## config.mk

```make
export PLATFORM = sky130hd
export DESIGN_NAME = rmds_div_stage
export DESIGN_NICKNAME = d
export VERILOG_FILES = /design/src/rtl/rmds_pkg.sv /design/src/rtl/rmds_div_stage.sv
export SDC_FILE = /design/constraint.sdc
export NUM_CORES = 1
export LEC_CHECK = 0
export BUFFER_PORTS_ARGS = -buffer_cell sky130_fd_sc_hd__buf_2
export CAP_MARGIN = 40
export CORE_ASPECT_RATIO = 1.5
export CORE_MARGIN = 2
export CORE_UTILIZATION = 39
export CTS_CLUSTER_SIZE = 30
export DETAILED_ROUTE_END_ITERATION = 10
export REMOVE_ABC_BUFFERS = 1
export SLEW_MARGIN = 20
export SYNTH_ARGS = -nofsm -noshare
export SYNTH_HDL_FRONTEND = slang
export SYNTH_SLANG_ARGS = --single-unit
```

## constraint.sdc

```tcl
create_clock -name clock -period 13 [get_ports clock]
set_input_delay 1.3 -clock clock [delete_from_list [all_inputs] [get_ports clock]]
set_output_delay 1.3 -clock clock [all_outputs]
set_load 0.05 [all_outputs]
```

## src/rtl/rmds_pkg.sv

```systemverilog
// ----------------------------------------------------------------------------
// rmds_pkg
// Shared widths, stage counts and the payload type of the divider pipeline.
// ----------------------------------------------------------------------------
package rmds_pkg;

   localparam int WORD_BITS      = 32;
   localparam int DIV_STAGES     = 8;
   localparam int BITS_PER_STAGE = WORD_BITS / DIV_STAGES;

   typedef logic [WORD_BITS-1:0] word_type;

   typedef struct packed {
      word_type remainder;
      word_type dividend_quotient;
      word_type divisor;
      logic     saturated;
   } div_type;

endpackage

```

## src/rtl/rmds_div_stage.sv

```systemverilog
// ----------------------------------------------------------------------------
// rmds_div_stage
// One register stage of the restoring divider, resolving a few quotient bits.
// ----------------------------------------------------------------------------
module rmds_div_stage (
   input  logic               clock,
   input  logic               reset,
   input  logic               in_valid,
   output logic               in_ready,
   input  rmds_pkg::div_type  in_data,
   output logic               out_valid,
   input  logic               out_ready,
   output rmds_pkg::div_type  out_data
);

   localparam int W = rmds_pkg::WORD_BITS;

   logic               valid_ff;
   rmds_pkg::div_type  data_ff;
   rmds_pkg::div_type  data_in;

   assign in_ready = !valid_ff || out_ready;

   always_comb begin
      logic [W:0] trial;
      logic [W:0] diff;
      logic       fits;
      data_in = in_data;
      for (int i = 0; i < rmds_pkg::BITS_PER_STAGE; i++) begin
         trial = {data_in.remainder, data_in.dividend_quotient[W-1]};
         diff  = trial - {1'b0, data_in.divisor};
         fits  = (trial >= {1'b0, data_in.divisor});
         data_in.dividend_quotient = {data_in.dividend_quotient[W-2:0], fits};
         data_in.remainder         = fits ? diff[W-1:0] : trial[W-1:0];
      end
   end

   always_ff @(posedge clock) begin
      if (reset) begin
         valid_ff <= 1'b0;
      end else if (in_ready) begin
         valid_ff <= in_valid;
      end
   end

   always_ff @(posedge clock) begin
      if (in_ready && in_valid) begin
         data_ff <= data_in;
      end
   end

   assign out_valid = valid_ff;
   assign out_data  = data_ff;

endmodule

```

Word-level counts from Yosys, hierarchy flattened --
Index checks and enable logic that the tools add are counted.
Storage, ports and cells: bits in registers 98, bits of input ports 101, output and inout bits 99, word-level logic and storage cells 20
Cells by class: $add $sub $neg 4, $lt $le $gt $ge 4, mux-type cells 4, reduce and logical (&&, ||, !) cells 3
Operator list (number):
- >= comparator 33 x 32 -> 1 bit | 4
- 2-to-1 mux 32 bit | 4
- subtractor 32 bit | 4
- logical AND 1 bit | 1
- logical NOT 1 bit | 1
- logical OR 1 bit | 1

Depth between registers and ports, before layout --
depth in word-level cells 8, gate-level depth with buffers 54, depth with buffers taken out 47

Least setup slack after synthesis --
Ideal clock, no wire load.
kind input -> register, from input in_data[19] (netlist bit), to register data_ff, in the netlist out_data[67], data pin, setup time 260 ps, arrival 12315 ps, required time 12740 ps, path slack 426 ps, cell stages on the path 49, buffers on the path 6, cells stage by stage inv_1 -> ha_1 -> clkbuf_1 -> a21oi_1 -> o21ai_0 -> o21ai_0 -> o21a_1 -> a31o_2 -> a31o_4 -> inv_2 -> buf_2 -> buf_2 -> buf_2 -> mux2i_1 -> inv_1 -> ha_1 -> nand2_1 -> o21ai_0 -> (+13 left out) -> a2111oi_0 -> o21ai_0 -> a21oi_1 -> xnor2_1 -> nor2_1 -> a21oi_1 -> ha_1 -> and3_1 -> and2_1 -> nand3_1 -> nor3_1 -> or3_1 -> o41a_1 -> a311o_1 -> or2_2 -> o21ai_2 -> buf_4 -> mux2_2
RTL lines:
- start, declared | line rmds_div_stage.sv:10 | input rmds_pkg::div_type in_data,
- end signal, assigned | line rmds_div_stage.sv:48 | data_ff <= data_in;
- end, declared | line rmds_div_stage.sv:19 | rmds_pkg::div_type data_ff;

==> qor.csv <==
metric;value;unit
row count;77;
status;complete, no violations;
critical path's largest stage delay;0.53;ns
Tmin final;12.46;ns
worst min-delay path class;reg -> reg;
Synth top area share;25.2;%
Die Area;31100;sq um
total number of vias;12300;
Post-DRT Antenna Nets;0;
final number of hold-violating endpoints;0;
CTS root buffer;clkbuf_16;
Tot GR Track Use;29.2;%
io pins;200;
Post-Syn Instances;1368;
max capacitance violation total;0;
register bit total from synthesis;98;
Async SR Flop Fraction;0;%
syn avg cell area;8.45;sq um
largest net degree at the start of global routing;62;
Worst setup SP type;primary input;
1st-iter DRT viols;738;
fin. max-slew vios;0;
vias in the first global route;12700;
Post-synth EDFFs;97;
area grow syn2layout;31.5;%
Final Wtd Congestion;1.01;
final worst path period share;95.9;%
clk slew on worst S/H paths;0.07;ns
H-tree Lvls;3;
relative slew slack;40.3;%
Post-CTS Hold Fix Bufs;0;
mapped cell area;11600;sq um
Clock Tree Buf Depth;2;
CTS Sinks;98;
first-pass GRT wire length;68.6;mm
TNS Setup;0;ns
Antenna Cells;0;
Die Wd;145;um
port buffer count;199;
CTS tree;done;
detailed-route vias per instance;5.64;
Req. time, crit path;13.12;ns
# nets final;2013;
DRT Pass-1 Iters;5;
initial core utilization;39.5;%
most used cell, CP;buf_4;
most frequent cell after synthesis;ha_1;
Clock Latency Late Sink;0.39;ns
Main synth FF type;edfxtp_1;
Slew @ Worst Pin;0.888;ns
commonest cells in the synthesized netlist;ha_1 (128), a21oi_1 (123), nor2_1 (117), edfxtp_1 (97), inv_1 (92);
CP arrival;12.58;ns
# DRC;0;
count of cell types in the netlist;73;
post-synth top area cell;edfxtp_1;
Max Clock Skew;0.0101;ns
TritonCTS Buffers;9;
crit end category;flip-flop;
synth top area cells;edfxtp_1 (25%), ha_1 (14%), a21oi_1 (5.3%), xnor2_1 (4.6%), nor2_1 (3.8%);
core area;29300;sq um
Total Wirelength;45.1;mm
sequential fraction of the synthesis area;25.4;%
Ys Warns;0;
Crit-path slowest cell;or4_1;
Crit Path Max Fanout;20;
initial antenna violation count;0;
fraction of layout instances using a drive strength above 1;29.0;%
hpwl dp;38.1;mm
WL/cell;20.7;um
Die Y-Extent;215;um
Finish-stage setup viols;0;
GR Overflow Total;0;
Max Fclk;80.2;MHz
Crit Path Class;in -> reg;
## worst max-delay path: cells and delay by family
kind            cells  cell delay (ns)
mux                 3             0.79
fa+ha+maj           4             1.31
compound gates     18             3.64
buf+inv            13             2.23
simple gates       14             3.26
## cell usage in the layout, fill, tap and decap left out, drive strengths merged, types with 9 or more instances in the layout
master / netlist / routed
xor2: 47 / 47
ha: 128 / 128
o21a: 23 / 23
nand2: 89 / 89
o31ai: 10 / 10
and3: 13 / 13
a21o: 54 / 54
xnor2: 61 / 61
nand4: 18 / 18
clkbuf: 33 / 9
o21ai: 84 / 84
edfxtp: 97 / 97
o21bai: 16 / 16
mux2: 32 / 32
a211oi: 12 / 12
nand2b: 19 / 19
nand3: 47 / 47
inv: 95 / 97
mux2i: 37 / 37
nor3: 30 / 30
o221ai: 9 / 9
a21oi: 123 / 123
o211ai: 28 / 28
nor2b: 13 / 13
and2: 10 / 10
buf: 9 / 442
nor2: 117 / 117
## timing repair
action,in CTS,in global routing
setup buffers,0,3
setup endpoints to repair,0,33
gates resized for setup,0,13
## layer usage
| metal | track usage, % | up-vias | wire, um |
|---|---|---|---|
| li1 | - | 5942 | - |
| met1 | 29.9 | 5776 | 16500 |
| met2 | 53.0 | 426 | 23000 |
| met3 | 3.97 | 156 | 1710 |
| met4 | 21.0 | 0 | 3890 |
| met5 | 0 | - | 0 |
## cell families after synthesis
logic type,after synthesis,synth area share (%)
xor+xnor,108,8.18
buf+inv,137,4.55
mux,69,6.43
compound gates,431,24.6
fa+ha+maj,132,14.5
flops,98,25.4
simple gates,393,16.3
## flip-flops by register name, summed over array words and instances, names as in the netlist
signal and flops:
out_data 97, out_valid 1
## cell type report
cell class,count,area [sq um]
Fill cell,2859,14100
Sequential cell,98,2930
Timing Repair Buffer,443,2930
Inverter,95,357
Clock inverter,7,88.8
Clock buffer,9,225
Multi-Input combinational cell,1133,8180
Tap cell,395,494
## stage by stage
step           util (%)  instances  worst slack (ns)  instance area (sq um)  hold slack [ns]
3_5_place_dp       50.5       2160            -0.212                  14800            0.523
6_report           51.9       2180             0.535                  15200            0.531
5_1_grt            51.9       2180           -0.0474                  15200            0.563
4_1_cts            51.6       2176             0.166                  15100            0.533
2_1_floorplan         -       1326            -0.846                  11400             1.11
3_3_place_gp       50.5       2160          -0.00135                  14800            0.505
## worst paths after layout
| check | start | end | slack (ns) | depth (start not counted) |
|---|---|---|---|---|
| setup reg to reg | out_valid$_SDFFE_PP0N_ | out_data[92]$_DFFE_PP_ | 10.95 | 3 |
| hold / removal | out_valid$_SDFFE_PP0N_ | out_valid$_SDFFE_PP0N_ | 0.53 | 2 |
| hold reg to reg | out_valid$_SDFFE_PP0N_ | out_valid$_SDFFE_PP0N_ | 0.53 | 2 |
| setup / recovery | in_data[13] | out_data[86]$_DFFE_PP_ | 0.54 | 52 |
Power is not shown: default switching activity piles up to over one toggle a cycle in this logic, so the estimate is an artifact.
