`src/rtl/rmds_pkg.sv`:
```
// ----------------------------------------------------------------------------
// rmds_pkg
// Shared widths, stage counts and the payload type of the divider pipeline.
// ----------------------------------------------------------------------------
package rmds_pkg;

   localparam int WORD_BITS      = 32;
   localparam int DIV_STAGES     = 8;
   localparam int BITS_PER_STAGE = WORD_BITS / DIV_STAGES;

   typedef logic [WORD_BITS-1:0] word_type;

   typedef struct packed {
      word_type remainder;
      word_type dividend_quotient;
      word_type divisor;
      logic     saturated;
   } div_type;

endpackage

```
`src/rtl/rmds_front.sv`:
```
// ----------------------------------------------------------------------------
// rmds_front
// Two stages: the full product, then the rounding add and overflow check.
// ----------------------------------------------------------------------------
module rmds_front (
   input  logic                clock,
   input  logic                reset,
   input  logic                in_valid,
   output logic                in_ready,
   input  rmds_pkg::word_type  multiplicand,
   input  rmds_pkg::word_type  factor_b,
   input  rmds_pkg::word_type  divisor,
   output logic                out_valid,
   input  logic                out_ready,
   output rmds_pkg::div_type   out_data
);

   localparam int W = rmds_pkg::WORD_BITS;

   logic                  prod_valid_ff;
   logic [2*W-1:0]        product_ff;
   logic [2*W-1:0]        product_in;
   rmds_pkg::word_type    divisor_ff;
   logic                  sum_valid_ff;
   rmds_pkg::div_type     sum_ff;
   rmds_pkg::div_type     sum_in;
   logic                  prod_ready;
   logic                  sum_ready;
   logic [2*W-1:0]        sum;
   logic                  divisor_zero;

   assign sum_ready  = !sum_valid_ff || out_ready;
   assign prod_ready = !prod_valid_ff || sum_ready;
   assign in_ready   = prod_ready;

   assign product_in = {{W{1'b0}}, multiplicand} * {{W{1'b0}}, factor_b};

   assign divisor_zero = (divisor_ff == '0);
   assign sum          = product_ff + {{(W+1){1'b0}}, divisor_ff[W-1:1]};

   always_comb begin
      sum_in.remainder         = sum[2*W-1:W];
      sum_in.dividend_quotient = sum[W-1:0];
      if (divisor_zero) begin
         // A zero divisor divides by one, so a zero product gives zero.
         sum_in.divisor   = rmds_pkg::word_type'(1);
         sum_in.saturated = (product_ff != '0);
      end else begin
         sum_in.divisor   = divisor_ff;
         sum_in.saturated = (sum[2*W-1:W] >= divisor_ff);
      end
   end

   always_ff @(posedge clock) begin
      if (reset) begin
         prod_valid_ff <= 1'b0;
         sum_valid_ff  <= 1'b0;
      end else begin
         if (prod_ready) begin
            prod_valid_ff <= in_valid;
         end
         if (sum_ready) begin
            sum_valid_ff <= prod_valid_ff;
         end
      end
   end

   always_ff @(posedge clock) begin
      if (prod_ready && in_valid) begin
         product_ff <= product_in;
         divisor_ff <= divisor;
      end
      if (sum_ready && prod_valid_ff) begin
         sum_ff <= sum_in;
      end
   end

   assign out_valid = sum_valid_ff;
   assign out_data  = sum_ff;

endmodule

```
`config.mk`:
```
export PLATFORM = sky130hd
export DESIGN_NAME = rmds_front
export DESIGN_NICKNAME = d
export VERILOG_FILES = /design/src/rtl/rmds_pkg.sv /design/src/rtl/rmds_front.sv
export SDC_FILE = /design/constraint.sdc
export NUM_CORES = 2
export LEC_CHECK = 0
export ABC_CLOCK_PERIOD_IN_PS = 7600
export CORE_AREA = 8 8 303 378
export DETAILED_ROUTE_END_ITERATION = 16
export DIE_AREA = 0 0 311 386
export DONT_BUFFER_PORTS = 1
export PLACE_DENSITY = 0.65
export SLEW_MARGIN = 20
export SYNTH_ARGS = -nofsm -noshare
export SYNTH_HDL_FRONTEND = slang
export SYNTH_SLANG_ARGS = --single-unit
```
`constraint.sdc`:
```
create_clock -name clock -period 7.6 [get_ports clock]
set_input_delay 1.52 -clock clock [delete_from_list [all_inputs] [get_ports clock]]
set_output_delay 1.52 -clock clock [all_outputs]
set_load 0.02 [all_outputs]
```
# Word-level counts from Yosys, hierarchy flattened
# Index checks and enable logic that the tools add are counted.
# word_totals
ff_bits,195
in_bits,100
elab_cells,20
# op_classes
n_addsub,1
multipliers,1
n_lt_le_gt_ge,1
muxes,1
reduce_logical,8
# ops
op,count
adder 64 x 31 -> 64 bit,1
multiplier 32 x 32 -> 64 bit,1
nonzero test 64 bit,1
greater-or-equal comparator 32 bit,1
zero test 32 bit,1
logical AND 1 bit,2
zero test 1 bit,2
logical OR 1 bit,2
2-to-1 mux 1 bit,1

# Logic depth before layout (Yosys ltp)
# logic_depth
word_depth,4
ltp_mapped,26
ltp_nobuf,24

# Least setup slack after synthesis
# No wires, ideal clock.
# synth_path
path_type,in2reg
start,input port multiplicand[30]
end,register product_ff[61] (data pin)
setup_ns,0.265
t_arrival_ns,7.879
slack_ns,-0.544
cell_stages,25
path_cell_list,clkbuf_1 -> nand2_1 -> fa_1 -> inv_1 -> fa_1 -> fa_1 -> inv_1 -> fa_1 -> inv_1 -> fa_1 -> fa_1 -> fa_1 -> inv_1 -> fa_1 -> inv_1 -> ha_1 -> clkbuf_2 -> and3_1 -> nand2_1 -> a21boi_0 -> a41o_1 -> or4b_1 -> o2111ai_1 -> o211ai_1 -> xor2_1
# synth_via
elab_chain_len,1
# synth_rtl
element,line_no,rtl
from (decl),rmds_front.sv:10,"input rmds_pkg::word_type multiplicand,"
multiplier 32 x 32 -> 64 bit,rmds_front.sv:36,"assign product_in = {{W{1'b0}}, multiplicand} * {{W{1'b0}}, factor_b};"
net product_in[61],rmds_front.sv:22,logic [2*W-1:0] product_in;
to (signal assigned),rmds_front.sv:70,product_ff <= product_in;
to (decl),rmds_front.sv:21,logic [2*W-1:0] product_ff;
# The timed path passes the listed nets, and every way through them passes these cells.
# A chain may end at the register's enable or synchronous reset.

# Final worst setup path
# layout_path
start,input port factor_b[5]
end,register product_ff[57] (data pin)
# layout_via
elab_chain_len,1
# layout_rtl
element,line_no,rtl
from (decl),rmds_front.sv:11,"input rmds_pkg::word_type factor_b,"
multiplier 32 x 32 -> 64 bit,rmds_front.sv:36,
net product_in[57],rmds_front.sv:22,
# The timed path passes the listed nets, and every way through them passes these cells.

==> reports/metrics.csv <==
stage;metric;value;unit
synthesis;yosysWarningCount;0;
cells_and_area;regArea;0.00584;sq mm
clocking;clock_network_latency_to_the_later_pin_of_the_worst_skew_pair;0.48;ns
worst_setup_path;timing.critical_path.cells;and2_1, fa_1, fa_1, fa_1, inv_1, fa_1, inv_1, fa_1, fa_1, fa_1, fa_1, ha_1, a21oi_2, o21a_1, o21ai_1, a41o_1, or4b_4, buf_6, o21ai_4, o41ai_2, xnor2_1;
routing;routed_vias_inst;5.20;
clocking;cts.sink_count;195;
worst_setup_path;cpPeakStageDelay;0.58;ns
placement;placement.io_buffers;0;
placement;place_worst_setup_slack;-0.665;ns
clocking;h-tree-depth;4;
die;die-width;311;um
sta;total_of_endpoints_with_negative_setup_slack_in_the_final_report;8;
synthesis;postSynthCellCount;4459;
die;top_level_ports;199;
synthesis;synth-seq-area-share;13.6;%
sta;worst_hold_slack;0.524;ns
worst_setup_path;end_kind;register;
placement;globalplace.congestion;0.927;
clocking;cts_tree;done;
routing;drt-initial-drc-count;1878;
global_route;grt-ovfl-total;0;
cells_and_area;antennaDiodeCount;0;
die;die-height;386;um
worst_setup_path;critical_path.slowest_cell;sky130_fd_sc_hd__fa_1;
clocking;cts_made_buffers;17;
sta;setup_tns;-0.481;ns
sta;hold_viol_final;0;
synthesis;ys_async_sr_fraction;0;%
worst_setup_path;worstSetupStartpointType;primary input;
cells_and_area;layout-drive-gt1-share;9.38;%
cells_and_area;num-fill-cells;10500;
worst_setup_path;crit_type;primary input to register;
cells_and_area;area_delta_synth_final;8.76;%
sta;final_period_minus_worst_setup_slack;7.72;ns
sta;period_share;102;%
global_route;grt_pass1_wl;197;mm
synthesis;postSynthAreaPerCell;9.64;sq um
cells_and_area;final_nets;5743;
sta;grt_setup_unrepaired;true;
sta;maxSlewHeadroom;34.9;%
routing;wirelength;127;mm
routing;antenna_violation_net_count_after_detailed_routing;0;
sta;final_max_slew_viol_count;0;
worst_setup_path;timing.reg2reg.setup_slack;2.48;ns
sta;fin_clk_skew;0.0222;ns
global_route;grt_max_degree;77;
synthesis;synth_area;0.0430;sq mm
run;cap_violations;0;
sta;max_freq;0.130;GHz
worst_setup_path;critical_path_peak_fanout;32;
die;die_area;0.120;sq mm
routing;dr_total_vias;30500;
hold_path;worst_hold_path_type;register to register;
run_status;violations;setup timing;
routing;remaining_drc_errors;0;
clocking;cts.root.buffer_cell;sky130_fd_sc_hd__clkbuf_16;
die;floorplan.initialDensity;39.8;%
global_route;grt_pass1_vias;33800;
clocking;cts.reportedPaths.clkPinSlew;0.08;ns
placement;detailed_place_hpwl;98.6;mm
die;rows;135;
synthesis;synth-main-ff-cell;sky130_fd_sc_hd__edfxtp_1;
routing;first_pass_iters;6;
synthesis;synth_cell_types;80;
worst_setup_path;critical_path.most_common_cell;sky130_fd_sc_hd__fa_1;
global_route;initial_antenna_violation_count;1;
sta;setup_slack;-0.115;ns
die;core;0.108;sq mm
clocking;clock_tree.buffer_depth;2;
routing;wl_per_cell;21.6;um
global_route;grtUsageTotal;21.3;%
synthesis;synth.net_count;5782;
synthesis;number_of_flops_mapped_to_enable_cells_by_yosys;193;
worst_setup_path;cp.required;7.81;ns
synthesis;yosys_register_bits;195;
sta;worstMarginPinSlew;0.976;ns
cells_and_area;area_used_by_multi_input_combinational_logic;0.0335;sq mm
worst_setup_path;cp.arrival;7.93;ns
run_status;status;finished with violations;
## worst max-delay path: cells and delay by family
kind                       cells  cell delay [ns]
AOI/OAI and AO/OA              6             0.97
buffers and inverters          3             0.26
xor gates and xnor gates       1             0.13
and+or+nand+nor                2             0.71
adders and majority gates      9             4.30
## worst paths after layout
path	start	to	cells past startpoint
worst max-delay path	factor_b[5]	product_ff[57]	21
worst min register to register	prod_valid_ff	out_valid	2
worst min-delay path	prod_valid_ff	out_valid	2
worst max register to register	divisor_ff[1]	out_data[0]	19
## kinds of logic (layout without fill, tap and decap cells)
family,after synthesis,in the layout,synth area share [%]
simple gates,1405,1405,17.0
fa+ha+maj,1223,1223,51.3
buf+inv,1165,1139,10.2
compound gates,347,347,5.37
flops,195,195,13.6
xor+xnor,120,120,2.45
mux,4,4,0.102
## synth_stat cells, drive strengths merged, types with 27 or more instances
| library cell | instances | share of area, % |
|---|---|---|
| a21o | 54 | 0.94 |
| ha | 326 | 9.5 |
| fa | 897 | 42 |
| nand3 | 32 | 0.38 |
| a21oi | 110 | 1.3 |
| nand2 | 522 | 4.6 |
| nor4 | 29 | 0.42 |
| xnor2 | 65 | 1.3 |
| nor3 | 27 | 0.34 |
| nand4 | 39 | 0.58 |
| o21ai | 61 | 0.72 |
| clkbuf | 246 | 2.2 |
| and2 | 607 | 8.8 |
| inv | 903 | 7.9 |
| xor2 | 55 | 1.1 |
| nor2 | 74 | 0.66 |
| edfxtp | 193 | 13 |
## layout make-up
type,count,share of cell area [%]
Clock buffer,17,0.910
Clock inverter,15,0.455
Inverter,903,7.25
Multi-Input combinational cell,3099,71.7
Sequential cell,195,12.5
Tap cell,1438,3.85
Timing Repair Buffer,204,3.33
## stage by stage
stage	std cells	instance area (sq um)	util, %
after floorplan	4459	43500	-
after global placement	5820	45400	42.0
after detailed placement	5820	45400	42.0
after CTS	5854	46200	42.7
final	5871	46700	43.2
after global routing	5871	46700	43.2
## sequential cells by signal (all words and copies together), names as in the netlist
signal,cells
out_data,97
divisor_ff,32
out_valid,1
prod_valid_ff,1
product_ff,64
## routing by layer
layer / vias to the layer above / wire length (um) / track usage, %
met2: 1135 / 60000 / 35.7
met5: - / 0 / 0
met3: 310 / 10300 / 5.19
met1: 15600 / 50500 / 26.0
li1: 13400 / - / -
met4: 0 / 6240 / 9.58
## layout by cell type (no fill, tap or decap), types with 8 or more instances in the layout
| cell type | n |
|---|---|
| sky130_fd_sc_hd__edfxtp_1 | 193 |
| sky130_fd_sc_hd__and3_1 | 17 |
| sky130_fd_sc_hd__nor3_1 | 19 |
| sky130_fd_sc_hd__inv_2 | 15 |
| sky130_fd_sc_hd__a21oi_1 | 93 |
| sky130_fd_sc_hd__clkbuf_16 | 17 |
| sky130_fd_sc_hd__o21ai_1 | 12 |
| sky130_fd_sc_hd__nor2_1 | 71 |
| sky130_fd_sc_hd__a31oi_1 | 8 |
| sky130_fd_sc_hd__nand3_1 | 29 |
| sky130_fd_sc_hd__inv_1 | 888 |
| sky130_fd_sc_hd__and2_4 | 22 |
| sky130_fd_sc_hd__xor2_1 | 55 |
| sky130_fd_sc_hd__and2_1 | 583 |
| sky130_fd_sc_hd__xnor2_1 | 64 |
| sky130_fd_sc_hd__a21o_1 | 54 |
| sky130_fd_sc_hd__buf_4 | 197 |
| sky130_fd_sc_hd__nand2b_1 | 10 |
| sky130_fd_sc_hd__o211ai_1 | 12 |
| sky130_fd_sc_hd__fa_2 | 27 |
| sky130_fd_sc_hd__nand4_1 | 38 |
| sky130_fd_sc_hd__nor4_1 | 26 |
| sky130_fd_sc_hd__nor2b_1 | 14 |
| sky130_fd_sc_hd__ha_1 | 314 |
| sky130_fd_sc_hd__o21bai_1 | 16 |
| sky130_fd_sc_hd__ha_4 | 11 |
| sky130_fd_sc_hd__fa_1 | 870 |
| sky130_fd_sc_hd__a21oi_2 | 16 |
| sky130_fd_sc_hd__nand2_1 | 517 |
| sky130_fd_sc_hd__o21ai_0 | 40 |
## repair_timing
item	in CTS	in global routing
setup buffers	2	19
gates resized for setup	12	107
hold buffers	0	0
setup endpoints to repair	13	26
pin swaps	4	65
Power is left out: the tool's default activity adds up to more than one toggle a clock period on the data nets, which glitch-free logic cannot reach.
